$ cat config.mk
export PLATFORM = sky130hd
export DESIGN_NAME = field_weakening_current_regulator_core
export DESIGN_NICKNAME = d
export VERILOG_FILES = /design/src/hdl/fwcr_pkg.sv /design/src/hdl/fwcr_ctrl.sv /design/src/hdl/fwcr_dp.sv /design/src/hdl/field_weakening_current_regulator_core.sv
export SDC_FILE = /design/constraint.sdc
export NUM_CORES = 2
export LEC_CHECK = 0
export ABC_AREA = 1
export BUFFER_PORTS_ARGS = -buffer_cell sky130_fd_sc_hd__buf_2
export CAP_MARGIN = 20
export CORE_ASPECT_RATIO = 0.75
export CORE_UTILIZATION = 40
export DETAILED_ROUTE_END_ITERATION = 16
export PLACE_DENSITY = 0.6
export SLEW_MARGIN = 10
export SYNTH_ARGS = -nofsm -noshare
export SYNTH_HDL_FRONTEND = slang
export SYNTH_HIERARCHICAL = 1
export SYNTH_SLANG_ARGS = --single-unit
$ cat constraint.sdc
create_clock -name clk -period 10.16 [get_ports clk]
set_input_delay 0.508 -clock clk [delete_from_list [all_inputs] [get_ports clk]]
set_output_delay 0.508 -clock clk [all_outputs]
set_load 0.005 [all_outputs]
$ cat src/hdl/fwcr_pkg.sv
// Shared types and constants for the field-weakening current regulator.
// Used by the controller, the datapath and the top level; depends on nothing.
`timescale 1ns / 1ps

package fwcr_pkg;

	// Current limits, Q1.15 magnitudes; defaults of the top-level parameters.
	localparam logic [14:0] CUR_LIMIT  = 15'd16384;
	localparam logic [14:0] SLEW_LIMIT = 15'd1638;

	// Configuration register indexes.
	localparam logic [2:0] REG_ENTER_LEVEL      = 3'd0;
	localparam logic [2:0] REG_EXIT_LEVEL       = 3'd1;
	localparam logic [2:0] REG_START_SPEED      = 3'd2;
	localparam logic [2:0] REG_HOLD_MARGIN      = 3'd3;
	localparam logic [2:0] REG_OVERSPEED_MARGIN = 3'd4;
	localparam logic [2:0] REG_GAIN_FULL        = 3'd5;
	localparam logic [2:0] REG_GAIN_HOLD        = 3'd6;
	localparam logic [2:0] REG_RELEASE_STEP     = 3'd7;

	// Register values after reset.
	localparam logic [15:0] ENTER_LEVEL_RST      = 16'd15565;
	localparam logic [15:0] EXIT_LEVEL_RST       = 16'd14746;
	localparam logic [15:0] START_SPEED_RST      = 16'd100;
	localparam logic [15:0] HOLD_MARGIN_RST      = 16'd50;
	localparam logic [15:0] OVERSPEED_MARGIN_RST = 16'd100;
	localparam logic [15:0] GAIN_FULL_RST        = 16'd256;
	localparam logic [15:0] GAIN_HOLD_RST        = 16'd64;
	localparam logic [14:0] RELEASE_STEP_RST     = 15'd16;

	// Commands from the controller to the datapath.
	typedef struct packed {
		logic load;      // capture the input transaction
		logic sq_d;      // square volt_d
		logic sq_q;      // square volt_q, keep volt_d squared
		logic sum;       // add the squares, set up the root, take speed magnitudes
		logic root_step; // one bit of the square root
		logic mul;       // gain times voltage excess
		logic upd;       // update the current and load the result register
	} fwcr_cmd_t;

	// Status from the datapath to the controller.
	typedef struct packed {
		logic root_last; // the current root step is the last one
	} fwcr_status_t;

endpackage

$ cat src/hdl/fwcr_ctrl.sv
// Sequencing state machine of the field-weakening current regulator.
// Drives fwcr_pkg::fwcr_cmd_t commands and owns the output valid flag.
`timescale 1ns / 1ps

module fwcr_ctrl (
	input  logic                  clk,
	input  logic                  arst_n,
	input  logic                  s_tvalid,
	output logic                  s_tready,
	output logic                  m_tvalid,
	input  logic                  m_tready,
	input  fwcr_pkg::fwcr_status_t status,
	output fwcr_pkg::fwcr_cmd_t    cmd
);

	typedef enum logic [6:0] {
		ST_IDLE = 7'b0000001,
		ST_SQD  = 7'b0000010,
		ST_SQQ  = 7'b0000100,
		ST_SUM  = 7'b0001000,
		ST_ROOT = 7'b0010000,
		ST_MUL  = 7'b0100000,
		ST_UPD  = 7'b1000000
	} state_t;

	state_t state_q;
	state_t state_d;
	logic   out_valid_q;
	logic   upd_fire;

	// The result register may be loaded when it is empty or being drained.
	assign upd_fire = (state_q == ST_UPD) && (!out_valid_q || m_tready);

	assign s_tready = (state_q == ST_IDLE);
	assign m_tvalid = out_valid_q;

	always_comb begin
		state_d = state_q;
		unique case (state_q)
			ST_IDLE: if (s_tvalid) state_d = ST_SQD;
			ST_SQD:  state_d = ST_SQQ;
			ST_SQQ:  state_d = ST_SUM;
			ST_SUM:  state_d = ST_ROOT;
			ST_ROOT: if (status.root_last) state_d = ST_MUL;
			ST_MUL:  state_d = ST_UPD;
			ST_UPD:  if (upd_fire) state_d = ST_IDLE;
			default: state_d = ST_IDLE;
		endcase
	end

	always_comb begin
		cmd           = '0;
		cmd.load      = (state_q == ST_IDLE) && s_tvalid;
		cmd.sq_d      = (state_q == ST_SQD);
		cmd.sq_q      = (state_q == ST_SQQ);
		cmd.sum       = (state_q == ST_SUM);
		cmd.root_step = (state_q == ST_ROOT);
		cmd.mul       = (state_q == ST_MUL);
		cmd.upd       = upd_fire;
	end

	always_ff @(posedge clk or negedge arst_n) begin
		if (!arst_n) begin
			state_q     <= ST_IDLE;
			out_valid_q <= 1'b0;
		end else begin
			state_q <= state_d;
			if (upd_fire) begin
				out_valid_q <= 1'b1;
			end else if (m_tready) begin
				out_valid_q <= 1'b0;
			end
		end
	end

	a_accept_starts: assert property (@(posedge clk) disable iff (!arst_n)
		s_tvalid && s_tready |=> state_q == ST_SQD)
		else $error("accepted transaction did not start the sequence");

	a_upd_waits: assert property (@(posedge clk) disable iff (!arst_n)
		state_q == ST_UPD && out_valid_q && !m_tready |=> state_q == ST_UPD && out_valid_q)
		else $error("update left while the result register was full");

	a_valid_from_upd: assert property (@(posedge clk) disable iff (!arst_n)
		$rose(out_valid_q) |-> $past(state_q == ST_UPD))
		else $error("result valid rose without an update");

endmodule

$ cat src/hdl/fwcr_dp.sv
// Datapath of the field-weakening current regulator: configuration registers,
// shared multiplier, bit-serial square root and the current update. Uses fwcr_pkg.
`timescale 1ns / 1ps

module fwcr_dp #(
	parameter logic [14:0] CUR_LIMIT  = fwcr_pkg::CUR_LIMIT,
	parameter logic [14:0] SLEW_LIMIT = fwcr_pkg::SLEW_LIMIT
) (
	input  logic                  clk,
	input  logic                  arst_n,
	input  fwcr_pkg::fwcr_cmd_t    cmd,
	output fwcr_pkg::fwcr_status_t status,
	input  logic                  cfg_we,
	input  logic [2:0]            cfg_index,
	input  logic [15:0]           cfg_data,
	input  logic signed [15:0]    volt_d,
	input  logic signed [15:0]    volt_q,
	input  logic signed [16:0]    speed_meas,
	input  logic signed [16:0]    speed_goal,
	output logic signed [15:0]    id_target,
	output logic [15:0]           volt_magnitude,
	output logic                  weakening_on
);

	logic [15:0] enter_level_q;
	logic [15:0] exit_level_q;
	logic [15:0] start_speed_q;
	logic [15:0] hold_margin_q;
	logic [15:0] overspeed_margin_q;
	logic [15:0] gain_full_q;
	logic [15:0] gain_hold_q;
	logic [14:0] release_step_q;

	logic signed [15:0] weak_q;
	logic [3:0]         root_cnt_q;

	logic signed [15:0] vd_q;
	logic signed [15:0] vq_q;
	logic signed [16:0] sm_q;
	logic signed [16:0] sg_q;
	logic [16:0]        sabs_q;
	logic [16:0]        tabs_q;
	logic [31:0]        prod_q;
	logic [31:0]        sumsq_q;
	logic [31:0]        rad_q;
	logic [16:0]        rem_q;
	logic [15:0]        root_q;
	logic signed [15:0] id_target_q;
	logic [15:0]        mag_out_q;
	logic               on_q;

	logic signed [16:0] mul_a;
	logic signed [16:0] mul_b;
	logic signed [33:0] mul_p;
	logic [15:0]        gain_sel;
	logic [15:0]        excess;
	logic [18:0]        rem_next;
	logic [18:0]        trial;
	logic [18:0]        rem_diff;
	logic [17:0]        hold_sum;
	logic [17:0]        over_sum;
	logic               low_speed;
	logic               deepen;
	logic               release_cond;
	logic [24:0]        step_full;
	logic [14:0]        step_lim;
	logic signed [16:0] w_cur;
	logic signed [16:0] w_step;
	logic signed [16:0] w_new;
	logic signed [16:0] w_floor;

	assign w_floor = -$signed({2'b00, CUR_LIMIT});

	// Speed comparisons are done one bit wider so that margins never wrap.
	assign hold_sum     = {1'b0, sabs_q} + {2'b00, hold_margin_q};
	assign over_sum     = {1'b0, tabs_q} + {2'b00, overspeed_margin_q};
	assign low_speed    = tabs_q < {1'b0, start_speed_q};
	assign deepen       = (root_q > enter_level_q) && (sabs_q < tabs_q);
	assign release_cond = (root_q < exit_level_q) || ({1'b0, sabs_q} > over_sum);
	assign gain_sel     = (hold_sum < {1'b0, tabs_q}) ? gain_full_q : gain_hold_q;
	assign excess       = root_q - enter_level_q;

	// One multiplier serves both squares and the gain product.
	always_comb begin
		if (cmd.sq_d) begin
			mul_a = {vd_q[15], vd_q};
			mul_b = {vd_q[15], vd_q};
		end else if (cmd.sq_q) begin
			mul_a = {vq_q[15], vq_q};
			mul_b = {vq_q[15], vq_q};
		end else begin
			mul_a = $signed({1'b0, gain_sel});
			mul_b = $signed({1'b0, excess});
		end
	end
	assign mul_p = mul_a * mul_b;

	// Square root: two radicand bits enter the partial remainder per step.
	assign rem_next = {rem_q, rad_q[31:30]};
	assign trial    = {1'b0, root_q, 2'b01};
	assign rem_diff = rem_next - trial;

	assign status.root_last = &root_cnt_q;

	assign step_full = prod_q[31:7];
	assign step_lim  = (step_full > {10'd0, SLEW_LIMIT}) ?
		SLEW_LIMIT : step_full[14:0];
	assign w_cur     = {weak_q[15], weak_q};

	always_comb begin
		w_step = w_cur;
		if (low_speed) begin
			w_step = '0;
		end else if (deepen) begin
			w_step = w_cur - $signed({2'b00, step_lim});
		end else if (release_cond && w_cur[16]) begin
			w_step = w_cur + $signed({2'b00, release_step_q});
		end
		w_new = w_step;
		if (w_step < w_floor) begin
			w_new = w_floor;
		end else if (!w_step[16] && (w_step != '0)) begin
			w_new = '0;
		end
	end

	always_ff @(posedge clk or negedge arst_n) begin
		if (!arst_n) begin
			enter_level_q      <= fwcr_pkg::ENTER_LEVEL_RST;
			exit_level_q       <= fwcr_pkg::EXIT_LEVEL_RST;
			start_speed_q      <= fwcr_pkg::START_SPEED_RST;
			hold_margin_q      <= fwcr_pkg::HOLD_MARGIN_RST;
			overspeed_margin_q <= fwcr_pkg::OVERSPEED_MARGIN_RST;
			gain_full_q        <= fwcr_pkg::GAIN_FULL_RST;
			gain_hold_q        <= fwcr_pkg::GAIN_HOLD_RST;
			release_step_q     <= fwcr_pkg::RELEASE_STEP_RST;
			weak_q             <= '0;
			root_cnt_q         <= '0;
		end else begin
			if (cfg_we) begin
				unique case (cfg_index)
					fwcr_pkg::REG_ENTER_LEVEL:      enter_level_q      <= cfg_data;
					fwcr_pkg::REG_EXIT_LEVEL:       exit_level_q       <= cfg_data;
					fwcr_pkg::REG_START_SPEED:      start_speed_q      <= cfg_data;
					fwcr_pkg::REG_HOLD_MARGIN:      hold_margin_q      <= cfg_data;
					fwcr_pkg::REG_OVERSPEED_MARGIN: overspeed_margin_q <= cfg_data;
					fwcr_pkg::REG_GAIN_FULL:        gain_full_q        <= cfg_data;
					fwcr_pkg::REG_GAIN_HOLD:        gain_hold_q        <= cfg_data;
					fwcr_pkg::REG_RELEASE_STEP:     release_step_q     <= cfg_data[14:0];
					default: ;
				endcase
			end
			if (cmd.sum) begin
				root_cnt_q <= '0;
			end else if (cmd.root_step) begin
				root_cnt_q <= root_cnt_q + 4'd1;
			end
			if (cmd.upd) begin
				weak_q <= w_new[15:0];
			end
		end
	end

	always_ff @(posedge clk) begin
		if (cmd.load) begin
			vd_q <= volt_d;
			vq_q <= volt_q;
			sm_q <= speed_meas;
			sg_q <= speed_goal;
		end
		if (cmd.sq_d || cmd.sq_q || cmd.mul) begin
			prod_q <= mul_p[31:0];
		end
		if (cmd.sq_q) begin
			sumsq_q <= prod_q;
		end
		if (cmd.sum) begin
			rad_q  <= sumsq_q + prod_q;
			rem_q  <= '0;
			root_q <= '0;
			sabs_q <= sm_q[16] ? 17'(-sm_q) : 17'(sm_q);
			tabs_q <= sg_q[16] ? 17'(-sg_q) : 17'(sg_q);
		end else if (cmd.root_step) begin
			rad_q <= {rad_q[29:0], 2'b00};
			if (rem_next >= trial) begin
				rem_q  <= rem_diff[16:0];
				root_q <= {root_q[14:0], 1'b1};
			end else begin
				rem_q  <= rem_next[16:0];
				root_q <= {root_q[14:0], 1'b0};
			end
		end
		if (cmd.upd) begin
			id_target_q <= w_new[15:0];
			mag_out_q   <= root_q;
			on_q        <= w_new[16];
		end
	end

	assign id_target      = id_target_q;
	assign volt_magnitude = mag_out_q;
	assign weakening_on   = on_q;

	a_current_range: assert property (@(posedge clk) disable iff (!arst_n)
		!weak_q[15] |-> weak_q == '0)
		else $error("field-weakening current went positive");

	a_current_floor: assert property (@(posedge clk) disable iff (!arst_n)
		$signed({weak_q[15], weak_q}) >= w_floor)
		else $error("field-weakening current below its limit");

endmodule

$ cat src/hdl/field_weakening_current_regulator_core.sv
// Top level of the field-weakening current regulator.
// Instantiates fwcr_ctrl and fwcr_dp; uses fwcr_pkg.
`timescale 1ns / 1ps

// One input transaction per control tick carries the dq voltage command and the
// measured and target speeds; one output transaction returns the new d-axis
// field-weakening current (Q1.15, between minus CUR_LIMIT, 16384 by default, and 0),
// the voltage magnitude (truncated square root, unsigned Q1.15) and a flag that
// is set while weakening is active.
// The block works on one item at a time: it takes the next input in the cycle
// after the result of the last one is loaded. The square root resolves one
// result bit per cycle. The result sits in an output register, so a new input
// is accepted while the previous result waits. Configuration is written
// through cfg_we, cfg_index and cfg_data, one register per cycle; the user must
// write it only while idle, which the block itself does not enforce.
module field_weakening_current_regulator_core #(
	parameter logic [14:0] CUR_LIMIT  = fwcr_pkg::CUR_LIMIT,
	parameter logic [14:0] SLEW_LIMIT = fwcr_pkg::SLEW_LIMIT
) (
	input  logic        clk,
	input  logic        arst_n,
	input  logic        s_tvalid,
	output logic        s_tready,
	// [15:0] volt_d, [31:16] volt_q, [48:32] speed_meas, [65:49] speed_goal
	input  logic [71:0] s_tdata,
	output logic        m_tvalid,
	input  logic        m_tready,
	// [15:0] id_target, [31:16] volt_magnitude, [32] weakening_on
	output logic [39:0] m_tdata,
	input  logic        cfg_we,
	input  logic [2:0]  cfg_index,
	input  logic [15:0] cfg_data
);

	fwcr_pkg::fwcr_cmd_t    cmd;
	fwcr_pkg::fwcr_status_t status;
	logic signed [15:0]     id_target;
	logic [15:0]            volt_magnitude;
	logic                   weakening_on;

	fwcr_ctrl u_ctrl (
		.clk      (clk),
		.arst_n   (arst_n),
		.s_tvalid (s_tvalid),
		.s_tready (s_tready),
		.m_tvalid (m_tvalid),
		.m_tready (m_tready),
		.status   (status),
		.cmd      (cmd)
	);

	fwcr_dp #(
		.CUR_LIMIT  (CUR_LIMIT),
		.SLEW_LIMIT (SLEW_LIMIT)
	) u_dp (
		.clk            (clk),
		.arst_n         (arst_n),
		.cmd            (cmd),
		.status         (status),
		.cfg_we         (cfg_we),
		.cfg_index      (cfg_index),
		.cfg_data       (cfg_data),
		.volt_d         ($signed(s_tdata[15:0])),
		.volt_q         ($signed(s_tdata[31:16])),
		.speed_meas     ($signed(s_tdata[48:32])),
		.speed_goal     ($signed(s_tdata[65:49])),
		.id_target      (id_target),
		.volt_magnitude (volt_magnitude),
		.weakening_on   (weakening_on)
	);

	assign m_tdata = {7'd0, weakening_on, volt_magnitude, id_target};

endmodule

### Word-level counts from Yosys, hierarchy flattened

Cells that the tools add are included.

| storage, ports and cells | value |
|---|---|
| output and inout bits | 42 |
| bits in registers | 417 |
| logic and storage cells | 115 |
| input bits | 96 |

| operators by class | value |
|---|---|
| multipliers | 1 |
| eq/ne operators | 17 |
| mux-type cells | 25 |
| add/subtract/negate cells | 10 |
| order comparisons | 9 |
| reductions and logical operators | 25 |

Operators by type and width:

| operator | count |
|---|---|
| 2-to-1 mux 17 bit | 9 |
| 2-to-1 mux 16 bit | 4 |
| 2-to-1 mux 32 bit | 2 |
| one-hot mux 7 bit (7 select lines) | 1 |
| adder 17 x 16 -> 18 bit | 2 |
| negator 17 bit | 2 |
| adder 32 bit | 1 |
| multiplier 17 x 17 -> 32 bit | 1 |
| greater-than comparator 25 x 11 -> 1 bit (second input constant) | 1 |
| 2-to-1 mux 7 bit | 3 |
| >= comparator 19 x 18 -> 1 bit | 1 |
| greater-than comparator 17 x 18 -> 1 bit | 1 |
| < comparator 18 x 17 -> 1 bit | 1 |
| adder 16 x 16 -> 17 bit | 1 |
| < comparator 17 x 15 -> 1 bit (second input constant) | 1 |
| < comparator 17 x 16 -> 1 bit | 1 |
| < comparator 17 bit | 1 |
| nonzero test 17 bit | 1 |
| subtractor 16 x 16 -> 17 bit | 1 |
| subtractor 17 bit | 1 |
| greater-than comparator 16 bit | 1 |
| < comparator 16 bit | 1 |
| AND reduction 2 bit | 8 |
| subtractor 16 bit | 1 |
| 23 further kinds | 40 |

### Logic depth before layout (Yosys ltp)

| logic depth | value |
|---|---|
| word-level depth | 11 |
| mapped depth | 57 |
| depth with buffers taken out | 56 |

### Modules after synthesis

Netlist, hierarchy kept.

Modules (own cells, without submodules):

| module | cells an instance | area each (um^2) | times used |
|---|---|---|---|
| fwcr_dp | 3,805 | 33,856.2 | 1 |
| fwcr_ctrl | 67 | 509.2 | 1 |
| field_weakening_current_regulator_core | 9 | 63.8 | 1 |

### Worst setup path before layout

OpenSTA, ideal clock, no wires.

| timing path | value |
|---|---|
| path type | register -> register |
| from | register u_dp.sabs_q[3] |
| to | register u_dp.prod_q[30] (data pin) |
| arrival | 8.779 ns |
| setup slack | 1.123 ns |
| cell stages (with the launch flop) | 51 |
| path buffers | 1 |
| setup time | 0.258 ns |
| data required time | 9.902 ns |
| cell sequence | edfxtp_1 > ha_1 > inv_1 > nor3_1 > nand2_1 > o211ai_1 > a21oi_1 > o21bai_1 > a21oi_1 > o21bai_1 > a21oi_1 > o21ai_0 > xnor2_1 > inv_1 > ha_1 > nand2_1 > o21ai_0 > o211ai_1 > [15 not listed] > inv_1 > fa_1 > inv_1 > ha_1 > nand2_1 > nor2_1 > a211oi_1 > nand2_1 > inv_1 > o21bai_1 > a21oi_1 > inv_1 > a21oi_1 > o21ai_0 > a21oi_1 > nor2_1 > nor2_1 > xnor2_1 |

| on the way | value |
|---|---|
| cells in the longest elaborated chain, start to end | 6 |

Ends and longest elaborated chain:

| element | line | RTL |
|---|---|---|
| start: declaration | fwcr_dp.sv:41 | `logic [16:0] sabs_q;` |
| start signal: assignment | fwcr_dp.sv:181 | `sabs_q <= sm_q[16] ? 17'(-sm_q) : 17'(sm_q);` |
| adder 17 x 16 -> 18 bit | fwcr_dp.sv:75 | `assign hold_sum = {1'b0, sabs_q} + {2'b00, hold_margin_q};` |
| < comparator 18 x 17 -> 1 bit | fwcr_dp.sv:80 | `assign gain_sel = (hold_sum < {1'b0, tabs_q}) ? gain_full_q : gain_hold_q;` |
| 2-to-1 mux 16 bit | fwcr_dp.sv:80 |  |
| 2-to-1 mux 17 bit | fwcr_dp.sv:88 | `end else if (cmd.sq_q) begin` |
| 2-to-1 mux 17 bit | fwcr_dp.sv:85 | `if (cmd.sq_d) begin` |
| multiplier 17 x 17 -> 32 bit | fwcr_dp.sv:96 | `assign mul_p = mul_a * mul_b;` |
| net u_dp.mul_p[30] | fwcr_dp.sv:54 | `logic signed [33:0] mul_p;` |
| end signal: assignment | fwcr_dp.sv:172 | `prod_q <= mul_p[31:0];` |
| end: declaration | fwcr_dp.sv:43 | `logic [31:0] prod_q;` |

The timed path passes the listed nets, and every way through them passes these cells.
A chain may end at the register's enable or synchronous reset.

### Worst setup path in the final report

| timing path | value |
|---|---|
| from | register u_dp.sabs_q[6] |
| to | register u_dp.prod_q[31] (data pin) |

The elaborated chain is that of the path after synthesis.

==> summary.txt <==
Run status
  – Run status: finished, final reports clean

STA
  – Worst relative slew slack: 0.296
  – Minimum clock period: a little under 10 ns
  – Setup TNS after final layout: 0 ns
  – Clock Skew: 0.0362 ns
  – F_max: roughly 100 MHz
  – Fin crit share: 0.950
  – Final setup viols: 0
  – Hold Vio Cnt, Final: 0
  – Worst-margin pin slew: around 1.1 ns
  – RSZ-0062 raised after global routing: yes
  – Slew Viols, Final: 0
  – Final worst slack: a little over 0.5 ns

Global route
  – Grt ovf: 0
  – Tot GR Track Use: 0.214
  – First-pass GRT wire length: 146 mm
  – Initial antenna violation count: 3
  – Vias in the first global route: around 25000
  – Largest net degree at the start of global routing: 89

Run
  – Max capacitance violation total: 0

Critical path
  – R2R Setup Slk: 0.51 ns
  – Worst Path Required: 10.56 ns
  – Maximum fanout along the worst path: 17
  – CP most frequent cell: nand2_1
  – Slowest stage cell, crit path: fa_1
  – Critical path start-end classification: reg2reg
  – Startpoint types: flip-flop
  – Largest stage delay on the critical path: 0.56 ns
  – Critical Path Sink Type: flip-flop
  – Critical path arrival: 10.05 ns

Synthesis
  – Sequential area share after synthesis: 0.333
  – Synth cell types: 66
  – Synth Register Bits: 417
  – Synth Cell Area: 0.0344 mm²
  – Yosys warns: 6
  – Post-Syn Instances: 3881
  – Syn Area/Cell: 8.87 µm²
  – EDFF count, synth: 229
  – Asr flop ratio synth: 0.372
  – Synth Flop Type: edfxtp_1

Finish
  – Leading cell type in the layout, fill and taps excluded: nand2_1
  – Fillers: approximately 8300
  – Final Net Count: 4718
  – Commonest non-fill, non-tap cells in the layout: 722 x nand2_1, 684 x inv_1, 292 x nor2_1
  – Area grow syn2layout: 11.4%
  – Reg area: around 0.011 mm²
  – Layout cells sized above 1: 0.101
  – Area of the multi-input gates: a little over 0.02 mm²
  – Utilization after layout: 0.453

Route
  – Drt total wl: 92.2 mm
  – DR pass1 iterations: 6
  – Post-DR vias/cell: 5.07
  – WL met2: 35.5 mm
  – DR vias: 26420
  – WL/cell: roughly 18 µm
  – Met1 WL: ~47 mm
  – Routed Antenna Nets: 0
  – Initial DRC count: 2245
  – Top layer reached by signal wires: met5
  – Routed met3 length: 7.93 mm
  – Post-route DRC: 0

Die
  – Die area: 0.0873 mm²
  – Rows: about 90
  – Die W: 341 µm
  – Die Y-Extent: 256 µm
  – Core area: 0.0846 mm²
  – Num ports: between 100 and 150
  – Initial Util: 0.407

Hold path
  – HP Class: in2reg

Placed design
  – DP HPWL: 73.6 mm
  – Place WS: 0.181 ns
  – GP Congestion: ~0.94
  – IO buf count: 124

Clocking
  – Clock buffer count from CTS: 45
  – Root Driver: clkbuf_16
  – Clock latency at the later pin of the worst-skew pair: 0.62 ns
  – Num Clock Sinks: 417
  – Max clock buf depth: 3
  – H-tree levels: 2
  – Worst-path clk slew: roughly 0.06 ns
  – TritonCTS clock tree: yes
## path summary, 6_finish.rpt
check / startpoint / depth (start not counted) / end
setup / recovery: u_dp/sabs_q[6]$_DFFE_PP_ / 46 / u_dp/prod_q[31]$_DFFE_PP_
hold / removal: s_tdata[33] / 1 / u_dp/sm_q[1]$_DFFE_PP_
setup reg to reg: u_dp/sabs_q[6]$_DFFE_PP_ / 46 / u_dp/prod_q[31]$_DFFE_PP_
hold reg to reg: u_dp/prod_q[4]$_DFFE_PP_ / 0 / u_dp/sumsq_q[4]$_DFFE_PP_
max in group asynchronous: arst_n / 3 / u_dp/gain_full_q[1]$_DFFE_PN0P_
min in group asynchronous: arst_n / 2 / u_dp/weak_q[11]$_DFFE_PN0P_
## state kept, by name, summed over array words and instances, names as in the netlist, 17 cells and up
register,count
u_dp/prod_q,32
u_dp/rad_q,32
u_dp/sumsq_q,32
u_dp/rem_q,17
u_dp/sabs_q,17
u_dp/sg_q,17
u_dp/sm_q,17
u_dp/tabs_q,17
## metal layers
layer | global-route usage | vias up
met5 | 0 | -
met4 | 0.0483 | 2
met3 | 0.0510 | 111
met2 | 0.291 | 808
met1 | 0.337 | 12669
li1 | - | 12830
## Yosys cell counts (67+ instances only)
cell / instances / area [µm²]
clkbuf_1: 67 / 251
edfxtp_1: 229 / 6880
inv_1: 688 / 2580
nand3_1: 121 / 606
fa_1: 288 / 5770
xor2_1: 106 / 928
o21ai_0: 226 / 1130
dfrtp_1: 125 / 3130
nand2_1: 726 / 2730
ha_1: 291 / 3640
nor2_1: 296 / 1110
a21oi_1: 244 / 1220
## area by class of cell
class	count	area share
Antenna cell	1	0.0000653
Clock buffer	54	0.0305
Sequential cell	417	0.299
Tap cell	1128	0.0368
Timing Repair Buffer	201	0.0321
Multi-Input combinational cell	2678	0.524
Clock inverter	29	0.00904
Inverter	700	0.0687
## stage by stage
step	area [µm²]	hold slack (ns)	cells
finish	38400	0.0652	5208
global placement	36600	0.453	5109
detailed placement	36600	0.465	5109
global route	38300	0.0368	5207
CTS	38100	0.0251	5193
floorplan	34500	0.212	3890
## critical path: cells and delay by family (launching register included)
family          cells  cell delay (ns)
buf+inv            10             0.88
fa+ha+maj           9             4.09
compound gates     12             2.32
simple gates       13             1.23
flops               1             0.47
xor+xnor            2             0.44
## timing repair
action,CTS,global route
resized for setup,0,30
setup endpoints to repair,0,10
hold endpoints to repair,15,0
buffers inserted,0,14
hold buffers,1,0
## cells by family (layout without fill, tap and decap cells)
group                    after synthesis  count (layout)  synth area share
AO/OA/AOI/OAI                        622             622             0.101
adder cells (fa/ha/maj)              579             579             0.273
multiplexers                           2               2          0.000581
XOR/XNOR                             165             165            0.0420
flip-flops                           417             417             0.333
AND/OR/NAND/NOR                     1299            1299             0.161
buffers and inverters                795             984            0.0893
other                                  2              12          0.000218
Power is left out: the tool's default activity adds up to more than one toggle a clock period on the data nets, which glitch-free logic cannot reach.
